--- src/rtl/core/bwfa_pkg.sv ---
// ----------------------------------------------------------------------------
// bwfa_pkg
// Shared types and codes of the best/worst-fit block allocator.
// ----------------------------------------------------------------------------
package bwfa_pkg;

	localparam logic [1:0] KIND_ALLOC   = 2'd0;
	localparam logic [1:0] KIND_RELEASE = 2'd1;
	localparam logic [1:0] KIND_COUNT   = 2'd2;

	localparam logic [1:0] STATUS_OK      = 2'd0;
	localparam logic [1:0] STATUS_NO_FIT  = 2'd1;
	localparam logic [1:0] STATUS_BAD_REL = 2'd2;

	localparam logic CFG_FIT_MODE   = 1'b0;
	localparam logic CFG_POOL_BYTES = 1'b1;

	localparam int unsigned GRAIN = 4;
	localparam logic [15:0] POOL_RESET = 16'd65532;

	typedef struct packed {
		logic [1:0]  kind;
		logic [15:0] amount;
		logic [15:0] release_address;
	} req_t;

	typedef struct packed {
		logic [1:0]  status;
		logic [15:0] payload_address;
		logic [6:0]  small_free_count;
	} rsp_t;

	typedef enum logic [2:0] {
		ST_IDLE,
		ST_SCAN,
		ST_DECIDE,
		ST_SHIFT,
		ST_WRITE_A,
		ST_WRITE_B,
		ST_FIN
	} state_t;

endpackage

--- src/rtl/core/best_worst_fit_block_allocator.sv ---
// ----------------------------------------------------------------------------
// best_worst_fit_block_allocator
// Pool allocator over an address-ordered block table held in one memory.
//
// Requests enter on in_valid/in_stall as a req_t (allocate, release, count)
// and every request gives exactly one rsp_t on out_valid/out_stall.
// Configuration: cfg_we with cfg_index 0 sets fit mode (0 best, 1 worst),
// index 1 sets the pool size and re-forms the table as one free block.
// One request is worked at a time. The table is scanned one entry per
// cycle through the memory read port; an allocate that splits or a
// release that merges then moves the later entries one per cycle and
// writes one or two entries back. A zero allocate or an unknown kind
// skips the scan and goes straight to the finish state.
// Reset leaves one free block covering the whole pool, best fit, and needs
// no clearing pass: entry 0 is supplied from registers until first written.
// A finished result waits in the output register while out_stall is high;
// a new request is still accepted then, and its own result waits until the
// register frees.
// ----------------------------------------------------------------------------
module best_worst_fit_block_allocator #(
	parameter int unsigned MAX_BLOCKS   = 64,
	parameter int unsigned HEADER_BYTES = 16,
	parameter int unsigned ADDR_BITS    = 16
) (
	input  logic           clk,
	input  logic           arst_n,
	input  logic           in_valid,
	output logic           in_stall,
	input  bwfa_pkg::req_t in_data,
	output logic           out_valid,
	input  logic           out_stall,
	output bwfa_pkg::rsp_t out_data,
	input  logic           cfg_we,
	input  logic           cfg_index,
	input  logic [15:0]    cfg_data
);

	localparam int unsigned IW = (MAX_BLOCKS > 1) ? $clog2(MAX_BLOCKS) : 1;
	localparam int unsigned CW = $clog2(MAX_BLOCKS + 1);
	localparam int unsigned W  = ((ADDR_BITS > 16) ? ADDR_BITS : 16) + 2;
	localparam logic [W-1:0] HDR   = W'(HEADER_BYTES);
	localparam logic [W-1:0] MINP  = W'(HEADER_BYTES + bwfa_pkg::GRAIN);
	localparam logic [W-1:0] AMASK = (W'(1) << ADDR_BITS) - W'(1);

	typedef struct packed {
		logic                 used;
		logic [ADDR_BITS-1:0] offset;
		logic [ADDR_BITS-1:0] space;
	} entry_t;

	entry_t mem [MAX_BLOCKS];

	bwfa_pkg::state_t state_q, state_nx;

	logic [1:0]    kind_q;
	logic [W-1:0]  need_q;
	logic [15:0]   thr_q;
	logic [ADDR_BITS-1:0] raddr_q;
	logic [CW-1:0] total_q;
	logic          fresh_q;
	logic          fit_q;
	logic [15:0]   pool_q;

	logic [CW-1:0] iss_q;
	logic          rv_s1;
	logic [IW-1:0] idx_s1;
	logic          zero_s1;
	entry_t        rd_s1;
	entry_t        ent_s1;

	logic          found_q;
	logic [IW-1:0] pick_q;
	entry_t        pick_e_q, prev_e_q, next_e_q;
	logic [CW-1:0] cnt_q;

	logic          up_q, split_q;
	logic [1:0]    d_q;
	logic [IW-1:0] sh_ptr_q;
	logic [CW-1:0] sh_left_q;
	logic [IW-1:0] a_addr_q;
	entry_t        a_data_q, b_data_q;
	bwfa_pkg::rsp_t res_q, out_q;
	logic          out_v_q;

	logic          mem_re, mem_we;
	logic [IW-1:0] mem_raddr, mem_waddr;
	entry_t        mem_wdata;

	logic in_xfer, out_xfer, fin_load;

	// fresh entry 0 from the pool register
	logic [W-1:0] pool_c;
	entry_t       fresh_e;
	always_comb begin
		pool_c = W'(pool_q);
		if (pool_c < MINP) pool_c = MINP;
		if (pool_c > AMASK) pool_c = AMASK;
		fresh_e.used   = 1'b0;
		fresh_e.offset = '0;
		fresh_e.space  = ADDR_BITS'(pool_c - HDR);
	end

	assign ent_s1 = zero_s1 ? fresh_e : rd_s1;

	// scan evaluation
	logic [ADDR_BITS-1:0] pay_s1;
	logic elig, better, rel_hit, small_hit;
	always_comb begin
		pay_s1    = ADDR_BITS'(W'(ent_s1.offset) + HDR);
		elig      = !ent_s1.used && (W'(ent_s1.space) >= need_q);
		better    = !found_q ||
			(!fit_q && (ent_s1.space < pick_e_q.space)) ||
			(fit_q && (ent_s1.space > pick_e_q.space));
		rel_hit   = !found_q && ent_s1.used && (pay_s1 == raddr_q);
		small_hit = !ent_s1.used && (W'(ent_s1.space) < W'(thr_q));
	end

	// decision values
	logic [W-1:0]  rest;
	logic          split;
	logic          prv, nxt;
	logic [W-1:0]  mg_sp;
	logic [IW-1:0] m_idx;
	logic [1:0]    d_c;
	logic [CW-1:0] src_c;
	always_comb begin
		rest  = W'(pick_e_q.space) - need_q;
		split = (rest >= MINP) && (total_q < CW'(MAX_BLOCKS));
		prv   = (pick_q != '0) && !prev_e_q.used;
		nxt   = ((CW'(pick_q) + CW'(1)) < total_q) && !next_e_q.used;
		mg_sp = W'(pick_e_q.space)
			+ (nxt ? HDR + W'(next_e_q.space) : '0)
			+ (prv ? HDR + W'(prev_e_q.space) : '0);
		m_idx = prv ? pick_q - IW'(1) : pick_q;
		d_c   = {1'b0, prv} + {1'b0, nxt};
		src_c = CW'(m_idx) + CW'(1) + CW'(d_c);
	end

	assign in_xfer  = in_valid && !in_stall;
	assign out_xfer = out_v_q && !out_stall;
	assign fin_load = (state_q == bwfa_pkg::ST_FIN) && (!out_v_q || !out_stall);

	// next state
	always_comb begin
		state_nx = state_q;
		unique case (state_q)
			bwfa_pkg::ST_IDLE: begin
				if (in_valid) begin
					if (in_data.kind == bwfa_pkg::KIND_ALLOC && in_data.amount == '0)
						state_nx = bwfa_pkg::ST_FIN;
					else if (in_data.kind == bwfa_pkg::KIND_ALLOC ||
						in_data.kind == bwfa_pkg::KIND_RELEASE ||
						in_data.kind == bwfa_pkg::KIND_COUNT)
						state_nx = bwfa_pkg::ST_SCAN;
					else
						state_nx = bwfa_pkg::ST_FIN;
				end
			end
			bwfa_pkg::ST_SCAN: begin
				if (iss_q == total_q && !rv_s1) state_nx = bwfa_pkg::ST_DECIDE;
			end
			bwfa_pkg::ST_DECIDE: begin
				if (!found_q || kind_q == bwfa_pkg::KIND_COUNT)
					state_nx = bwfa_pkg::ST_FIN;
				else if (kind_q == bwfa_pkg::KIND_ALLOC && split)
					state_nx = bwfa_pkg::ST_SHIFT;
				else
					state_nx = bwfa_pkg::ST_WRITE_A;
			end
			bwfa_pkg::ST_SHIFT: begin
				if (sh_left_q == '0 && !rv_s1)
					state_nx = up_q ? bwfa_pkg::ST_WRITE_A : bwfa_pkg::ST_FIN;
			end
			bwfa_pkg::ST_WRITE_A: begin
				if (kind_q == bwfa_pkg::KIND_ALLOC)
					state_nx = split_q ? bwfa_pkg::ST_WRITE_B : bwfa_pkg::ST_FIN;
				else
					state_nx = (d_q != '0) ? bwfa_pkg::ST_SHIFT : bwfa_pkg::ST_FIN;
			end
			bwfa_pkg::ST_WRITE_B: state_nx = bwfa_pkg::ST_FIN;
			bwfa_pkg::ST_FIN: begin
				if (!out_v_q || !out_stall) state_nx = bwfa_pkg::ST_IDLE;
			end
			default: state_nx = bwfa_pkg::ST_IDLE;
		endcase
	end

	// outputs of the sequencer: handshake and memory ports
	always_comb begin
		in_stall  = (state_q != bwfa_pkg::ST_IDLE);
		mem_re    = 1'b0;
		mem_raddr = '0;
		mem_we    = 1'b0;
		mem_waddr = '0;
		mem_wdata = a_data_q;
		unique case (state_q)
			bwfa_pkg::ST_SCAN: begin
				mem_re    = (iss_q != total_q);
				mem_raddr = IW'(iss_q);
			end
			bwfa_pkg::ST_SHIFT: begin
				mem_re    = (sh_left_q != '0);
				mem_raddr = sh_ptr_q;
				mem_we    = rv_s1;
				mem_waddr = up_q ? idx_s1 + IW'(1) : idx_s1 - IW'(d_q);
				mem_wdata = ent_s1;
			end
			bwfa_pkg::ST_WRITE_A: begin
				mem_we    = 1'b1;
				mem_waddr = a_addr_q;
				mem_wdata = a_data_q;
			end
			bwfa_pkg::ST_WRITE_B: begin
				mem_we    = 1'b1;
				mem_waddr = pick_q;
				mem_wdata = b_data_q;
			end
			default: ;
		endcase
	end

	always_ff @(posedge clk) begin
		if (mem_we) mem[mem_waddr] <= mem_wdata;
		if (mem_re) rd_s1 <= mem[mem_raddr];
	end

	// control state
	always_ff @(posedge clk or negedge arst_n) begin
		if (!arst_n) begin
			state_q <= bwfa_pkg::ST_IDLE;
			total_q <= CW'(1);
			fresh_q <= 1'b1;
			fit_q   <= 1'b0;
			pool_q  <= bwfa_pkg::POOL_RESET;
			out_v_q <= 1'b0;
			rv_s1   <= 1'b0;
			iss_q   <= '0;
		end else begin
			state_q <= state_nx;
			if (cfg_we) begin
				if (cfg_index == bwfa_pkg::CFG_FIT_MODE) begin
					fit_q <= cfg_data[0];
				end else begin
					pool_q  <= cfg_data;
					total_q <= CW'(1);
					fresh_q <= 1'b1;
				end
			end
			if (mem_we && mem_waddr == '0) fresh_q <= 1'b0;
			if (state_q == bwfa_pkg::ST_DECIDE && found_q) begin
				if (kind_q == bwfa_pkg::KIND_ALLOC && split)
					total_q <= total_q + CW'(1);
				else if (kind_q == bwfa_pkg::KIND_RELEASE)
					total_q <= total_q - CW'(d_c);
			end
			if (in_xfer) iss_q <= '0;
			else if (mem_re && state_q == bwfa_pkg::ST_SCAN) iss_q <= iss_q + CW'(1);
			rv_s1 <= mem_re;
			if (fin_load) out_v_q <= 1'b1;
			else if (out_xfer) out_v_q <= 1'b0;
		end
	end

	// datapath
	always_ff @(posedge clk) begin
		idx_s1  <= mem_raddr;
		zero_s1 <= (mem_raddr == '0) && fresh_q;
		if (in_xfer) begin
			kind_q  <= in_data.kind;
			need_q  <= ((W'(in_data.amount) + W'(3)) >> 2) << 2;
			thr_q   <= in_data.amount;
			raddr_q <= ADDR_BITS'(in_data.release_address);
			found_q <= 1'b0;
			cnt_q   <= '0;
			res_q   <= '0;
			if (in_data.kind == bwfa_pkg::KIND_ALLOC && in_data.amount == '0)
				res_q.status <= bwfa_pkg::STATUS_NO_FIT;
		end
		if (state_q == bwfa_pkg::ST_SCAN && rv_s1) begin
			unique case (kind_q)
				bwfa_pkg::KIND_ALLOC: begin
					if (elig && better) begin
						found_q  <= 1'b1;
						pick_q   <= idx_s1;
						pick_e_q <= ent_s1;
					end
				end
				bwfa_pkg::KIND_RELEASE: begin
					if (rel_hit) begin
						found_q  <= 1'b1;
						pick_q   <= idx_s1;
						pick_e_q <= ent_s1;
					end else if (!found_q) begin
						prev_e_q <= ent_s1;
					end
					if (found_q && idx_s1 == pick_q + IW'(1)) next_e_q <= ent_s1;
				end
				default: begin
					if (small_hit) cnt_q <= cnt_q + CW'(1);
				end
			endcase
		end
		if (state_q == bwfa_pkg::ST_DECIDE) begin
			split_q <= split;
			unique case (kind_q)
				bwfa_pkg::KIND_ALLOC: begin
					if (!found_q) begin
						res_q.status <= bwfa_pkg::STATUS_NO_FIT;
					end else begin
						res_q.status          <= bwfa_pkg::STATUS_OK;
						res_q.payload_address <=
							16'(ADDR_BITS'(W'(pick_e_q.offset) + HDR));
					end
					up_q      <= 1'b1;
					sh_ptr_q  <= IW'(total_q - CW'(1));
					sh_left_q <= total_q - CW'(pick_q) - CW'(1);
					if (split) begin
						a_addr_q        <= pick_q + IW'(1);
						a_data_q.used   <= 1'b0;
						a_data_q.offset <= ADDR_BITS'(W'(pick_e_q.offset) + HDR + need_q);
						a_data_q.space  <= ADDR_BITS'(rest - HDR);
					end else begin
						a_addr_q      <= pick_q;
						a_data_q      <= pick_e_q;
						a_data_q.used <= 1'b1;
					end
					b_data_q.used   <= 1'b1;
					b_data_q.offset <= pick_e_q.offset;
					b_data_q.space  <= ADDR_BITS'(need_q);
				end
				bwfa_pkg::KIND_RELEASE: begin
					res_q.status    <= found_q ? bwfa_pkg::STATUS_OK
						: bwfa_pkg::STATUS_BAD_REL;
					up_q            <= 1'b0;
					d_q             <= d_c;
					a_addr_q        <= m_idx;
					a_data_q.used   <= 1'b0;
					a_data_q.offset <= prv ? prev_e_q.offset : pick_e_q.offset;
					a_data_q.space  <= ADDR_BITS'(mg_sp);
					sh_ptr_q        <= IW'(src_c);
					sh_left_q       <= total_q - src_c;
				end
				default: begin
					res_q.small_free_count <= 7'(cnt_q);
				end
			endcase
		end
		if (state_q == bwfa_pkg::ST_SHIFT && sh_left_q != '0) begin
			sh_left_q <= sh_left_q - CW'(1);
			sh_ptr_q  <= up_q ? sh_ptr_q - IW'(1) : sh_ptr_q + IW'(1);
		end
		if (fin_load) out_q <= res_q;
	end

	assign out_valid = out_v_q;
	assign out_data  = out_q;

endmodule
--- config.mk ---
export PLATFORM = sky130hd
export DESIGN_NAME = best_worst_fit_block_allocator
export DESIGN_NICKNAME = d
export VERILOG_FILES = /design/src/rtl/core/bwfa_pkg.sv /design/src/rtl/core/best_worst_fit_block_allocator.sv
export SDC_FILE = /design/constraint.sdc
export NUM_CORES = 2
export LEC_CHECK = 0
export BUFFER_PORTS_ARGS = -buffer_cell sky130_fd_sc_hd__buf_2
export CAP_MARGIN = 20
export CORE_UTILIZATION = 59
export CTS_BUF_LIST = sky130_fd_sc_hd__clkbuf_2
export DETAILED_ROUTE_END_ITERATION = 8
export MAX_ROUTING_LAYER = met4
export PLACE_DENSITY_LB_ADDON = 0.12
export SLEW_MARGIN = 20
export SYNTH_ARGS = -nofsm -noshare
export SYNTH_HDL_FRONTEND = slang
export SYNTH_SLANG_ARGS = --single-unit
export TNS_END_PERCENT = 100
--- constraint.sdc ---
create_clock -name clk -period 7.1 [get_ports clk]
set_clock_uncertainty 0.15 [all_clocks]
set_input_delay 1.42 -clock clk [delete_from_list [all_inputs] [get_ports clk]]
set_output_delay 1.42 -clock clk [all_outputs]
set_load 0.05 [all_outputs]
==> results.yml <==
critical_path:
  critPathArrivalTime_ps: 7910
  endpoint_kind: "register"
  required_ps: 8550
  cp_slowest_stage_delay_ps: 600
  cp-start-kind: "register"
  path_max_fanout: 12
  critPathMostFrequentCell: "ha_1"
  crit_type: "reg2reg"
  critPathSlowestCell: "a2111oi_0"
  path_cells: "inv_1 -> ha_1 -> ha_1 -> nor2b_1 -> o21a_1 -> o21a_1 -> o21ai_0 -> a21oi_2 -> inv_1 -> and2_1 -> fa_1 -> ha_1 -> a211oi_1 -> o21ai_0 -> a41oi_1 -> o21bai_1 -> a2111oi_0 -> o31ai_1 -> xor2_1 -> a22oi_1 -> o21ai_1"
timing:
  max_freq_ghz: 0.155
  fin_setup_tns_ps: 0
  rsz0062_at_grt: "no"
  slew_viol_final: 0
  hold_viol: 0
  post-route-min-period_ps: 6460
  setup_violations: 0
  worst_slew_pin_slew_ps: 1310
  maxSlewHeadroom: 0.130
  post-route-period-util: 0.910
clocking:
  clock_sinks: 2470
  clk-insertion-delay-late_ps: 1970
  cts_setup_buffers: 0
  cts_buffers: 626
  cts_buffer_depth: 4
  htreeDepth: 6
  clk_pin_slew_ps: 110
  cts_resized: 0
  holdBufCountCts: 90
  root_buffer: "clkbuf_2"
  cts_tree: "built"
floorplan:
  io_pins: 83
  die_area_sq_um: 177000
  start_util: 0.595
  die_w_um: 421
  row_count: 153
  core_area_sq_um: 174000
  die_h_um: 421
global_route:
  grt_pass1_vias: 67500
  grt_pass1_wl_um: 442000
  antenna_found_initial: 10
  grt-ovfl-total: 0
  grt_max_degree: 115
  grt_usage: 0.350
route:
  routed_via_density: 6.29
  drc: 0
  routedWlPerCell_um: 27.5
  wl_um: 305000
  postRouteAntennaNets: 0
  vias: 69700
  dr.first_iter.drc_count: 8205
  firstDrtPassIters: 6
finish:
  area_delta_synth_final_pct: 10.2
  stdcell_count: 11100
  final_util: 0.656
  fillers: 12900
  layout.nets: 8553
  layout-drive-gt1-share: 0.166
synthesis:
  postSynthCellCount: 7744
  synth_seq_cells: 2470
  ys_warn_count: 0
  syn_avg_cell_area_sq_um: 13.4
  syn_area_sq_um: 104000
  synth.top_cell.area_share: 0.693
  synth_ff_type: "edfxtp_1"
  yosys.area.top_type: "edfxtp_1"
  synth.most_common_cell: "edfxtp_1"
  synthTopCellsByArea: "edfxtp_1 69%, nand2_1 5.7%, mux2i_1 3.8%, nand3_1 3.4%, a21oi_1 2.2%"
  yosysUniqueCellTypes: 98
  syn_nets: 7960
  synthTopCellsByCount: "2393 x edfxtp_1, 1561 x nand2_1, 708 x nand3_1"
  ys_seq_area_frac: 0.710
  synth_edf_count: 2393
  async_flop_share: 0.0150
placed_design:
  dp.cells: 9944
  port_buffers: 82
  globalplace.congestion: 0.937
  dp_hpwl_um: 176000
power_and_ir_drop:
  power.leakage_nw: 43.0
  power_w: 0.0252
  power.density_nw_per_um2: 221
  ir_drop_v: 0.000165
job:
  max_cap_viol_count: 0
worst_hold_path:
  min_path_type: "in2reg"
status:
  outcome: "completed"
-- critical path, delay by kind of cell, from the launching register on --
kind / cells / cell delay [ps]
flip-flops: 1 / 510
AO/OA/AOI/OAI: 12 / 3090
adder cells (fa/ha/maj): 4 / 1460
buffers and inverters: 2 / 430
AND/OR/NAND/NOR: 2 / 370
XOR/XNOR: 1 / 170
-- report_power, final --
group / leakage (nW) / switching [W] / internal, W
clock network: 4.07 / 0.00567 / 0.00360
logic: 16.6 / 0.0000977 / 0.0000989
registers: 22.4 / 0.0000222 / 0.0157
-- layout make-up --
cell class / count / area, sq um / area share
clock inverters: 132 / 746 / 0.00653
flip-flops and latches: 2470 / 73600 / 0.644
inverters: 130 / 518 / 0.00454
well taps: 2325 / 2910 / 0.0255
repair buffers: 410 / 3470 / 0.0304
multi-input cells: 4699 / 28500 / 0.249
clock buffers: 890 / 4450 / 0.0390
diodes: 15 / 37.5 / 0.000329
-- placed cells by master (no fill, tap or decap), types with 60 or more instances in the layout --
| master | netlist | final |
|---|---|---|
| xor2_1 | 60 | 60 |
| buf_2 | 52 | 82 |
| inv_1 | 122 | 119 |
| nor4_1 | 87 | 84 |
| a311oi_1 | 77 | 77 |
| xnor2_1 | 117 | 117 |
| nor2_1 | 208 | 139 |
| ha_1 | 136 | 136 |
| and3_1 | 66 | 66 |
| edfxtp_1 | 2393 | 2393 |
| clkinv_1 | 1 | 94 |
| nor2_4 | 1 | 67 |
| a21oi_1 | 453 | 451 |
| clkbuf_2 | 0 | 890 |
| o21ai_0 | 80 | 77 |
| mux2i_1 | 398 | 398 |
| dlygate4sd3_1 | 0 | 89 |
| nand2_1 | 1561 | 1538 |
| nor3_1 | 100 | 98 |
| nand3_1 | 708 | 708 |
| o221ai_1 | 195 | 195 |
| buf_4 | 4 | 209 |
-- stage by stage --
| stage | setup slack (ps) | area, sq um | hold slack [ps] |
|---|---|---|---|
| 2_1_floorplan | 281 | 104000 | 258 |
| 3_3_place_gp | 346 | 108000 | 265 |
| 3_5_place_dp | 377 | 108000 | 269 |
| 4_1_cts | 282 | 114000 | 3.32 |
| 5_1_grt | 163 | 114000 | 61.4 |
| 6_report | 642 | 114000 | 148 |
-- cell families after synthesis --
logic type / count (synthesis) / synth area share
AO/OA/AOI/OAI: 1083 / 0.0700
XOR/XNOR: 178 / 0.0151
adder cells (fa/ha/maj): 160 / 0.0210
buffers and inverters: 575 / 0.0222
flip-flops: 2470 / 0.710
multiplexers: 421 / 0.0409
AND/OR/NAND/NOR: 2857 / 0.121
-- metal layers --
| layer | wire length, um | vias up | GRT usage | part of all wire |
|---|---|---|---|---|
| met1 | 118000 | 34200 | 0.463 | 0.39 |
| met3 | 32500 | 702 | 0.0699 | 0.11 |
| met4 | 12500 | 0 | 0.147 | 0.041 |
| li1 | - | 30600 | - | - |
| met2 | 142000 | 4185 | 0.532 | 0.47 |
| met5 | 0 | - | - | 0 |
-- worst paths after layout --
path,startpoint,endpoint,slack [ps],depth (start not counted)
max,pick_q[1],a_data_q[14],640,21
min,in_data[15],raddr_q[15],150,2
max reg2reg,pick_q[1],a_data_q[14],640,21
min reg2reg,res_q[7],out_data[7],280,0
max in group asynchronous,arst_n,pool_q[1],6330,3
min in group asynchronous,arst_n,pool_q[5],230,2
-- sequential cells by signal, summed over array words and instances, names as in the netlist, 7 cells and up --
signal and cells:
out_data 25, b_data_q 30, total_q 7, pick_e_q 32, thr_q 16, a_data_q 33, rd_s1 33, mem 2112
raddr_q 16, cnt_q 7, prev_e_q 33, next_e_q 17, iss_q 7, sh_left_q 7, pool_q 16, need_q 15
res_q 25
No activity file was read; power rests on OpenSTA's default activity.
